**src/hdl/dvru_pkg.sv**
```systemverilog
// Types and constants of the distance-vector route update block.
package dvru_pkg;

    localparam int unsigned ROUTER_W = 4;
    localparam int unsigned DEST_W   = 4;
    localparam int unsigned DIST_W   = 8;

    localparam logic [DIST_W-1:0] INFINITY_RESET = 8'd16;

    typedef struct packed {
        logic                valid;
        logic [ROUTER_W-1:0] next_hop;
        logic [DIST_W-1:0]   distance;
    } t_entry;

    localparam int unsigned ENTRY_W = $bits(t_entry);

    typedef enum logic {
        ST_CLEAR,
        ST_RUN
    } t_state;

endpackage

```
**src/hdl/dvru_ram.sv**
```systemverilog
// Generic simple dual-port RAM with one write port and a registered read port.
module dvru_ram #(
    parameter int WIDTH = 8,
    parameter int DEPTH = 16
) (
    input  logic                     i_clk,
    input  logic                     i_we,
    input  logic [$clog2(DEPTH)-1:0] i_waddr,
    input  logic [WIDTH-1:0]         i_wdata,
    input  logic                     i_re,
    input  logic [$clog2(DEPTH)-1:0] i_raddr,
    output logic [WIDTH-1:0]         o_rdata
);

    logic [WIDTH-1:0] r_mem [DEPTH];
    logic [WIDTH-1:0] r_rdata;

    always_ff @(posedge i_clk) begin
        if (i_we) begin
            r_mem[i_waddr] <= i_wdata;
        end
        if (i_re) begin
            r_rdata <= r_mem[i_raddr];
        end
    end

    assign o_rdata = r_rdata;

endmodule

```
**src/hdl/distance_vector_route_update_top.sv**
```systemverilog
// Distance-vector route update: routing tables in one RAM, updated by read-modify-write.
//
// Each request on the input channel is one advertised route (receiver, sender,
// destination, advertised distance). The block offers the advertised distance
// plus one, saturated at the infinity metric, to the receiver's table entry for
// the destination and returns one result: the distance and next hop held after
// the update, plus changed and added flags. Out-of-range indexes leave the
// table alone and return an all-zero result.
// The infinity metric is written through the configuration channel, which is
// always ready; it resets to 16.
// The table entry is read at the accepting clock edge into the update stage,
// which updates and writes back the entry and passes the result to the result
// register. A new request is taken every cycle while the output does not stall; a
// write to the entry that the next request reads is forwarded to it.
// After reset the block clears the table, one entry per cycle, with the input
// ready low. When the receiver stalls the result is held, the update stage holds
// its item, and the input is taken again once the result register drains.
module distance_vector_route_update_top
    import dvru_pkg::*;
#(
    parameter int ROUTERS      = 16,
    parameter int DESTINATIONS = 16
) (
    input  logic                i_clk,
    input  logic                i_rst_n,
    input  logic                i_in_valid,
    output logic                o_in_ready,
    input  logic [ROUTER_W-1:0] i_receiver,
    input  logic [ROUTER_W-1:0] i_sender,
    input  logic [DEST_W-1:0]   i_destination,
    input  logic [DIST_W-1:0]   i_advertised_distance,
    output logic                o_out_valid,
    input  logic                i_out_ready,
    output logic [DIST_W-1:0]   o_new_distance,
    output logic [ROUTER_W-1:0] o_next_hop,
    output logic                o_changed,
    output logic                o_added,
    input  logic                i_cfg_valid,
    output logic                o_cfg_ready,
    input  logic [DIST_W-1:0]   i_cfg_data
);

    localparam int DEPTH  = ROUTERS * DESTINATIONS;
    localparam int ADDR_W = $clog2(DEPTH);

    t_state              r_state, n_state;
    logic [ADDR_W-1:0]   r_clr_addr;
    logic [DIST_W-1:0]   r_infinity;

    logic                r_s1_valid;
    logic                r_s1_in_range;
    logic [ADDR_W-1:0]   r_s1_addr;
    logic [ROUTER_W-1:0] r_s1_sender;
    logic [DIST_W-1:0]   r_s1_metric;
    logic                r_fwd_valid;
    t_entry              r_fwd_word;

    logic                r_out_valid;
    logic [DIST_W-1:0]   r_out_distance;
    logic [ROUTER_W-1:0] r_out_next_hop;
    logic                r_out_changed;
    logic                r_out_added;

    logic                clr_active;
    logic                clr_done;
    logic                in_accept;
    logic                s1_go;
    logic                in_range;
    logic [ADDR_W-1:0]   in_addr;
    logic [DIST_W:0]     metric_sum;
    logic [DIST_W-1:0]   metric;
    t_entry              old_entry;
    t_entry              new_entry;
    logic                upd_changed;
    logic                upd_added;
    logic                ram_we;
    logic [ADDR_W-1:0]   ram_waddr;
    t_entry              ram_wdata;
    logic [ENTRY_W-1:0]  ram_rdata;

    always_comb begin
        n_state = r_state;
        unique case (r_state)
            ST_CLEAR: begin
                if (clr_done) begin
                    n_state = ST_RUN;
                end
            end
            ST_RUN: n_state = ST_RUN;
            default: n_state = ST_CLEAR;
        endcase
    end

    always_comb begin
        unique case (r_state)
            ST_CLEAR: clr_active = 1'b1;
            ST_RUN:   clr_active = 1'b0;
            default:  clr_active = 1'b1;
        endcase
    end

    assign clr_done   = (r_clr_addr == ADDR_W'(DEPTH - 1));
    assign s1_go      = r_s1_valid && (!r_out_valid || i_out_ready);
    assign o_in_ready = !clr_active && (!r_s1_valid || s1_go);
    assign in_accept  = i_in_valid && o_in_ready;
    assign o_cfg_ready = 1'b1;

    assign in_range = (32'(i_receiver) < ROUTERS) && (32'(i_destination) < DESTINATIONS);
    assign in_addr  = ADDR_W'(32'(i_receiver) * DESTINATIONS + 32'(i_destination));

    assign metric_sum = {1'b0, i_advertised_distance} + (DIST_W+1)'(1);
    assign metric = (metric_sum > {1'b0, r_infinity}) ? r_infinity : metric_sum[DIST_W-1:0];

    always_comb begin
        old_entry   = r_fwd_valid ? r_fwd_word : t_entry'(ram_rdata);
        new_entry   = old_entry;
        upd_changed = 1'b0;
        upd_added   = 1'b0;
        priority if (!old_entry.valid) begin
            new_entry   = '{valid: 1'b1, next_hop: r_s1_sender, distance: r_s1_metric};
            upd_changed = 1'b1;
            upd_added   = 1'b1;
        end else if (old_entry.next_hop == r_s1_sender) begin
            new_entry.distance = r_s1_metric;
        end else if (old_entry.distance > r_s1_metric) begin
            new_entry   = '{valid: 1'b1, next_hop: r_s1_sender, distance: r_s1_metric};
            upd_changed = 1'b1;
        end else begin
            new_entry = old_entry;
        end
    end

    always_comb begin
        if (clr_active) begin
            ram_we    = 1'b1;
            ram_waddr = r_clr_addr;
            ram_wdata = '0;
        end else begin
            ram_we    = s1_go && r_s1_in_range;
            ram_waddr = r_s1_addr;
            ram_wdata = new_entry;
        end
    end

    dvru_ram #(
        .WIDTH (ENTRY_W),
        .DEPTH (DEPTH)
    ) u_table (
        .i_clk   (i_clk),
        .i_we    (ram_we),
        .i_waddr (ram_waddr),
        .i_wdata (ram_wdata),
        .i_re    (in_accept),
        .i_raddr (in_addr),
        .o_rdata (ram_rdata)
    );

    always_ff @(posedge i_clk) begin
        if (!i_rst_n) begin
            r_state     <= ST_CLEAR;
            r_clr_addr  <= '0;
            r_infinity  <= INFINITY_RESET;
            r_s1_valid  <= 1'b0;
            r_fwd_valid <= 1'b0;
            r_out_valid <= 1'b0;
        end else begin
            r_state <= n_state;
            if (clr_active && !clr_done) begin
                r_clr_addr <= r_clr_addr + ADDR_W'(1);
            end
            if (i_cfg_valid) begin
                r_infinity <= i_cfg_data;
            end
            if (in_accept) begin
                r_s1_valid  <= 1'b1;
                r_fwd_valid <= ram_we && (ram_waddr == in_addr);
            end else if (s1_go) begin
                r_s1_valid <= 1'b0;
            end
            if (s1_go) begin
                r_out_valid <= 1'b1;
            end else if (i_out_ready) begin
                r_out_valid <= 1'b0;
            end
        end
    end

    always_ff @(posedge i_clk) begin
        if (in_accept) begin
            r_s1_in_range <= in_range;
            r_s1_addr     <= in_addr;
            r_s1_sender   <= i_sender;
            r_s1_metric   <= metric;
            r_fwd_word    <= ram_wdata;
        end
        if (s1_go) begin
            if (r_s1_in_range) begin
                r_out_distance <= new_entry.distance;
                r_out_next_hop <= new_entry.next_hop;
                r_out_changed  <= upd_changed;
                r_out_added    <= upd_added;
            end else begin
                r_out_distance <= '0;
                r_out_next_hop <= '0;
                r_out_changed  <= 1'b0;
                r_out_added    <= 1'b0;
            end
        end
    end

    assign o_out_valid    = r_out_valid;
    assign o_new_distance = r_out_distance;
    assign o_next_hop     = r_out_next_hop;
    assign o_changed      = r_out_changed;
    assign o_added        = r_out_added;

endmodule

```
**config.mk**
```make
export PLATFORM = sky130hd
export DESIGN_NAME = distance_vector_route_update_top
export DESIGN_NICKNAME = d
export VERILOG_FILES = /design/src/hdl/dvru_pkg.sv /design/src/hdl/dvru_ram.sv /design/src/hdl/distance_vector_route_update_top.sv
export SDC_FILE = /design/constraint.sdc
export NUM_CORES = 2
export LEC_CHECK = 0
export BUFFER_PORTS_ARGS = -buffer_cell sky130_fd_sc_hd__clkbuf_2
export CORE_MARGIN = 2
export CORE_UTILIZATION = 45
export CTS_CLUSTER_DIAMETER = 120
export CTS_CLUSTER_SIZE = 16
export DETAILED_ROUTE_END_ITERATION = 10
export PLACE_DENSITY = 0.71
export SKIP_CTS_REPAIR_TIMING = 1
export SLEW_MARGIN = 20
export SYNTH_ARGS = -nofsm -noshare
export SYNTH_HDL_FRONTEND = slang
export SYNTH_SLANG_ARGS = --single-unit
export TNS_END_PERCENT = 10
```
**constraint.sdc**
```tcl
create_clock -name i_clk -period 15.7 [get_ports i_clk]
set_clock_uncertainty 0.05 [all_clocks]
set_input_delay 0.785 -clock i_clk [delete_from_list [all_inputs] [get_ports i_clk]]
set_output_delay 0.785 -clock i_clk [all_outputs]
set_load 0.02 [all_outputs]
```
Word level (Yosys, flattened, before mapping)
Memory sizes are Yosys's and may differ from the RTL's. A register that Yosys moved wholly into a read port is not among the register bits.
Cells that the tools add are included.
{"block": "totals", "register_bits": 67, "output_inout_bits": 17, "ram_bits": 3328, "mem_count": 1}
{"block": "op_classes", "n_reduce_logical": 13, "n_lt_le_gt_ge": 2, "n_mux": 21, "bitwise": 1, "n_eq_ne": 3, "add_sub_neg": 3}
{"name": "u_table.r_mem", "depth": 256, "word_bits": 13, "read_ports": 1, "rd_ports_with_merged_regs": 1, "wr": 1, "line_no": "dvru_ram.sv:15", "text": "logic [WIDTH-1:0] r_mem [DEPTH];"}
{"operator": "13-bit 2-to-1 mux", "count": 3}
{"operator": "8-bit 2-to-1 mux", "count": 3}
{"operator": "12-bit 2-to-1 mux", "count": 1}
{"operator": "1-bit 2-to-1 mux", "count": 11}
{"operator": "8-bit by 1-bit adder with 9-bit output, second input constant", "count": 1}
{"operator": "9-bit by 8-bit > comparator with 1-bit output", "count": 1}
{"operator": "8-bit by 1-bit adder with 8-bit output, second input constant", "count": 1}
{"operator": "8-bit by 4-bit adder with 8-bit output", "count": 1}
{"operator": "8-bit equality test", "count": 1}
{"operator": "8-bit equality test, second input constant", "count": 1}
{"operator": "8-bit > comparator", "count": 1}
{"operator": "1-bit logical AND", "count": 5}
{"operator": "5-bit 2-to-1 mux", "count": 1}
{"operator": "4-bit equality test", "count": 1}
{"operator": "1-bit zero test", "count": 4}
{"operator": "1-bit one-hot mux with 2 select lines", "count": 2}
{"operator": "2-bit nonzero test", "count": 2}
{"operator": "1-bit logical OR", "count": 2}
{"operator": "1-bit inverter", "count": 1}

Logic depth before layout (Yosys ltp)
{"block": "depth", "ltp_word": 7, "ltp_mapped": 12, "mapped_depth_nobuf": 11}

Modules after synthesis
Synthesis repeated with hierarchy kept, for this count alone.
{"block": "hier_totals", "cells_unflattened": 6028, "area_unflattened_um2": 132066.7}
{"module": "dvru_ram", "area_per_inst_um2": 128514.5, "n_inst": 1, "cells_per_inst": 5729}
{"module": "distance_vector_route_update_top", "area_per_inst_um2": 3552.2, "n_inst": 1, "cells_per_inst": 299}

Worst setup path after synthesis
Ideal clock, no wire load.
{"block": "synth_path", "path_kind": "reg-to-reg", "startpoint": "reg r_state", "endpoint": "reg r_fwd_word[10] (netlist name), data pin", "arrival_time_ps": 11458, "stages_incl_launch_ff": 5, "t_required_ps": 14010, "slack_ps": 2552, "n_path_buf": 2, "period_less_slack_ps": 13148, "path_cell_list": "dfxtp_1 > clkbuf_1 > buf_1 > nand2_1 > mux2i_1"}
{"item": "start: declaration", "line_no": "distance_vector_route_update_top.sv:46", "text": "t_state r_state, n_state;"}
{"item": "start signal: assignment", "line_no": "distance_vector_route_update_top.sv:167", "text": "r_state <= n_state;"}
{"item": "end signal: assignment", "line_no": "distance_vector_route_update_top.sv:194", "text": "r_fwd_word <= ram_wdata;"}
{"item": "end: declaration", "line_no": "distance_vector_route_update_top.sv:56", "text": "t_entry r_fwd_word;"}

==> results by group <==
Clock network
  • Clock Root Buffer: sky130_fd_sc_hd__clkbuf_16
  • Clock transition time at the flip-flop clock pins of the worst setup and hold paths: 80 ps
  • CTS tree: yes
  • Number of clock sinks: 3408
  • Clock buffers created by TritonCTS: 239
  • Worst skew pair latency: 950 ps
  • Longest Clk Path Bufs: 4
  • CTS H-tree depth: 4

Route
  • Via count: 64096
  • Drt wl/cell: 31.4 um
  • Residual antenna-violating net count after detailed routing: 0
  • Vias per cell: 6.25
  • Number of DRC markers after the initial detailed-route iteration: 9705
  • Routed wire length: 322 mm
  • Drt first pass iters: 8
  • Drc violations: 0

Power and ir drop
  • Maximum VDD drop: 0.106 mV
  • Clock group share of total power: 34.9%
  • Switching share of power: 20.4%
  • Total net switching power: 0.00330 W
  • Leakage power total: 47.2 nW
  • Pwr dens: 113 nW/um^2
  • Comb power frac: 4.1%
  • Power Internal: 0.0129 W
  • Portion of total power attributed to sequential cells: 60.9%

Synthesis
  • Distinct cells, synth: 64
  • Sequential element share of the synthesized area: 77.7%
  • Proportion of register bits with asynchronous set or reset after synthesis: 0%
  • Average cell area after synthesis: 21.9 sq um
  • Top cells by count, synth: 3388 x sky130_fd_sc_hd__edfxtp_1, 754 x sky130_fd_sc_hd__mux4_2, 315 x sky130_fd_sc_hd__nor2_1
  • Gate count after technology mapping: 6016
  • Most common cell in the synthesized netlist: sky130_fd_sc_hd__edfxtp_1
  • Net count of the mapped netlist: 6067
  • Cell type with the largest total area after synthesis: sky130_fd_sc_hd__edfxtp_1
  • Number of synthesized flops with an enable pin: 3388
  • Cell area after synthesis: 131000 sq um
  • Flip-flop and latch count after synthesis: 3408
  • Number of warnings printed during yosys synthesis: 0
  • Main synth FF type: sky130_fd_sc_hd__edfxtp_1
  • Post-synth top area share: 77.4%
  • Area contributors post-synth: sky130_fd_sc_hd__edfxtp_1 77%, sky130_fd_sc_hd__mux4_2 13%, sky130_fd_sc_hd__mux2i_1 2.1%

Placement
  • Setup WS pre-CTS: 8720 ps
  • Final RePlAce weighted congestion: 0.869
  • Detailed Place HPWL: 191 mm
  • Number of buffer cells added on primary ports: 48
  • Instance area after placement: 137000 sq um
  • Number of cells in the design after placement: 9935

Worst setup path
  • Worst endpoint data arrival time: 6670 ps
  • Worst reg2reg path depth: 12
  • Crit path capture type: register
  • Flop2flop setup slack: 9520 ps
  • Critical path data required time: 16190 ps
  • CP Launch Type: register
  • Critical Path Fanout Max: 98
  • Startpoint-to-endpoint class of the critical path: reg2reg
  • R2r endpoint: u_table.r_mem[71][10]$_DFFE_PP_
  • Worst R2R Start: r_fwd_valid$_SDFFE_PN0P_

Timing
  • Clock period minus final worst setup slack: 6180 ps
  • Transition time of the tightest slew-check pin: 1240 ps
  • Setup WS post-layout: 9520 ps
  • Tightest slew margin relative to the limit: 17.2%
  • Final-layout setup total negative slack: 0 ps
  • RSZ-0062 raised after global routing: false
  • Count of final hold-check violations: 0
  • Count of endpoints failing setup in the final report: 0
  • Final slew viol count: 0
  • Highest attainable clock frequency: 162 MHz
  • Final worst path period share: 39.4%

Cells and area
  • Fin area: 144000 sq um
  • Nets@finish: 6331
  • Layout area overhead: 9.34%
  • Number of inserted filler cells in the final layout: 22601
  • Finished Layout Cells: 10251
  • Fraction of final layout cells sized beyond drive strength 1: 24.0%

Global route
  • Vias in the first global route: 62990
  • Antenna violations before repair: 9
  • Total global routing overflow: 0
  • Overall Global Routing Usage: 21.5%
  • First-pass GRT wire length: 460 mm
  • Largest net degree at the start of global routing: 209

Job
  • Max-Cap Viols: 0

Outcome
  • Outcome: completed

Floorplanning
  • Standard-cell rows: 198
  • Number of placed I/O pins: 50
  • Die Footprint: 297000 sq um
  • Overall die width: 545 um
  • Core Box Area: 291000 sq um
  • Initial Util: 45.2%
  • Height of the die: 545 um

Worst hold path
  • Terminating pin of the worst hold path: r_s1_sender[2]$_DFFE_PP_
  • Hold Path Cell Cnt: 1
  • Startpoint of the lowest-slack hold path: i_sender[2]
  • Class of the most critical hold timing path: in2reg
## layout make-up
class,instances,area (sq um),share of cell area (%)
clock buffers,303,6260,4.36
repair buffers,366,2850,1.98
well taps,3900,4880,3.39
clock inverters,7,123,0.0853
diodes,2,5.00,0.00348
flip-flops and latches,3408,102000,71.0
multi-input cells,2234,27400,19.1
inverters,31,118,0.0818
## registers in the layout, indices dropped and copies added (netlist names), 4 cells and up
signal,flops
r_s1_sender,4
r_s1_addr,8
o_next_hop,4
u_table.o_rdata,13
u_table.r_mem,3328
o_new_distance,8
r_s1_metric,8
r_infinity,8
r_clr_addr,8
r_fwd_word,13
## worst max path at each step
stage / start / cells after the start / to / slack [ps]
after global routing: r_fwd_valid$_SDFFE_PN0P_ / 12 / u_table.r_mem[172][10]$_DFFE_PP_ / 9270
after CTS: r_fwd_valid$_SDFFE_PN0P_ / 12 / u_table.r_mem[172][10]$_DFFE_PP_ / 9340
after global placement: i_destination[0] / 11 / u_table.o_rdata[8]$_DFFE_PP_ / 8570
after detailed placement: i_destination[0] / 11 / u_table.o_rdata[8]$_DFFE_PP_ / 8720
after floorplan: r_state$_SDFF_PN0_ / 4 / r_fwd_word[10]$_DFFE_PP_ / 2550
final: r_fwd_valid$_SDFFE_PN0P_ / 12 / u_table.r_mem[71][10]$_DFFE_PP_ / 9520
## metal layers
layer	track usage [%]	wire, um
met3	4.18	35300
met4	7.12	11500
met5	0	11
met1	30.8	125000
met2	33.2	151000
## worst max-delay path, stage by stage (launching register included)
cell,delay (ps)
sky130_fd_sc_hd__dfxtp_1,820
sky130_fd_sc_hd__mux2_2,430
sky130_fd_sc_hd__ha_1,290
sky130_fd_sc_hd__nor2b_1,140
sky130_fd_sc_hd__o21a_1,170
sky130_fd_sc_hd__o21a_1,170
sky130_fd_sc_hd__o21ai_0,200
sky130_fd_sc_hd__a21oi_1,120
sky130_fd_sc_hd__nor2_2,580
sky130_fd_sc_hd__mux2i_4,340
sky130_fd_sc_hd__buf_6,560
sky130_fd_sc_hd__buf_4,840
sky130_fd_sc_hd__buf_4,880
## power by group through the flow
stage               registers [W]  logic (W)  clock network [W]
finish                    0.00986   0.000671            0.00565
global route              0.00986   0.000697            0.00603
CTS                       0.00986   0.000667            0.00572
detailed placement         0.0101   0.000664                  0
global placement           0.0101   0.000662                  0
floorplan                  0.0101   0.000450                  0
## cell families (layout without fill, tap and decap cells)
group | Yosys count | in the layout | synth area share [%]
adders and majority gates | 18 | 18 | 0.171
DFF | 3408 | 3408 | 77.7
xor gates and xnor gates | 23 | 23 | 0.153
other | 1 | 3 | 0.00285
and+or+nand+nor | 563 | 563 | 1.89
buffers and inverters | 374 | 707 | 1.72
AOI/OAI and AO/OA | 548 | 548 | 2.94
muxes | 1081 | 1081 | 15.5
## cell usage in the layout, fill, tap and decap left out, types with 9 or more instances in the layout
master,instances
sky130_fd_sc_hd__edfxtp_1,3388
sky130_fd_sc_hd__mux4_2,754
sky130_fd_sc_hd__buf_4,299
sky130_fd_sc_hd__mux2i_1,271
sky130_fd_sc_hd__nor2_1,259
sky130_fd_sc_hd__clkbuf_16,241
sky130_fd_sc_hd__o22ai_1,171
sky130_fd_sc_hd__nand2_1,104
sky130_fd_sc_hd__a221oi_1,77
sky130_fd_sc_hd__o21ai_0,68
sky130_fd_sc_hd__clkbuf_1,62
sky130_fd_sc_hd__nor2_2,57
sky130_fd_sc_hd__mux2_2,52
sky130_fd_sc_hd__a21oi_1,49
sky130_fd_sc_hd__clkbuf_2,43
sky130_fd_sc_hd__o211ai_1,32
sky130_fd_sc_hd__inv_1,29
sky130_fd_sc_hd__o221ai_1,29
sky130_fd_sc_hd__a22oi_1,26
sky130_fd_sc_hd__a211oi_1,25
sky130_fd_sc_hd__nor2b_1,21
sky130_fd_sc_hd__dfxtp_1,19
sky130_fd_sc_hd__ha_1,18
sky130_fd_sc_hd__nand2b_1,14
sky130_fd_sc_hd__xnor2_1,13
sky130_fd_sc_hd__and2_1,12
sky130_fd_sc_hd__nor3_1,12
sky130_fd_sc_hd__nand2_2,12
sky130_fd_sc_hd__a311oi_1,10
sky130_fd_sc_hd__xor2_1,10
sky130_fd_sc_hd__buf_12,10
sky130_fd_sc_hd__o211a_1,9
sky130_fd_sc_hd__or4_1,9
sky130_fd_sc_hd__nor4b_1,9
sky130_fd_sc_hd__nand4_1,9
sky130_fd_sc_hd__o32ai_1,9
## through the flow
step | utilization, % | power [W] | hold slack [ps]
6_report | 49.4 | 0.0162 | 35.4
5_1_grt | 49.4 | 0.0166 | 5.76
4_1_cts | 49.4 | 0.0162 | -26.2
3_5_place_dp | 47.2 | 0.0107 | 453
3_3_place_gp | 47.2 | 0.0107 | 461
2_1_floorplan | - | 0.0105 | 405
Power figures use the tool's default switching activity.
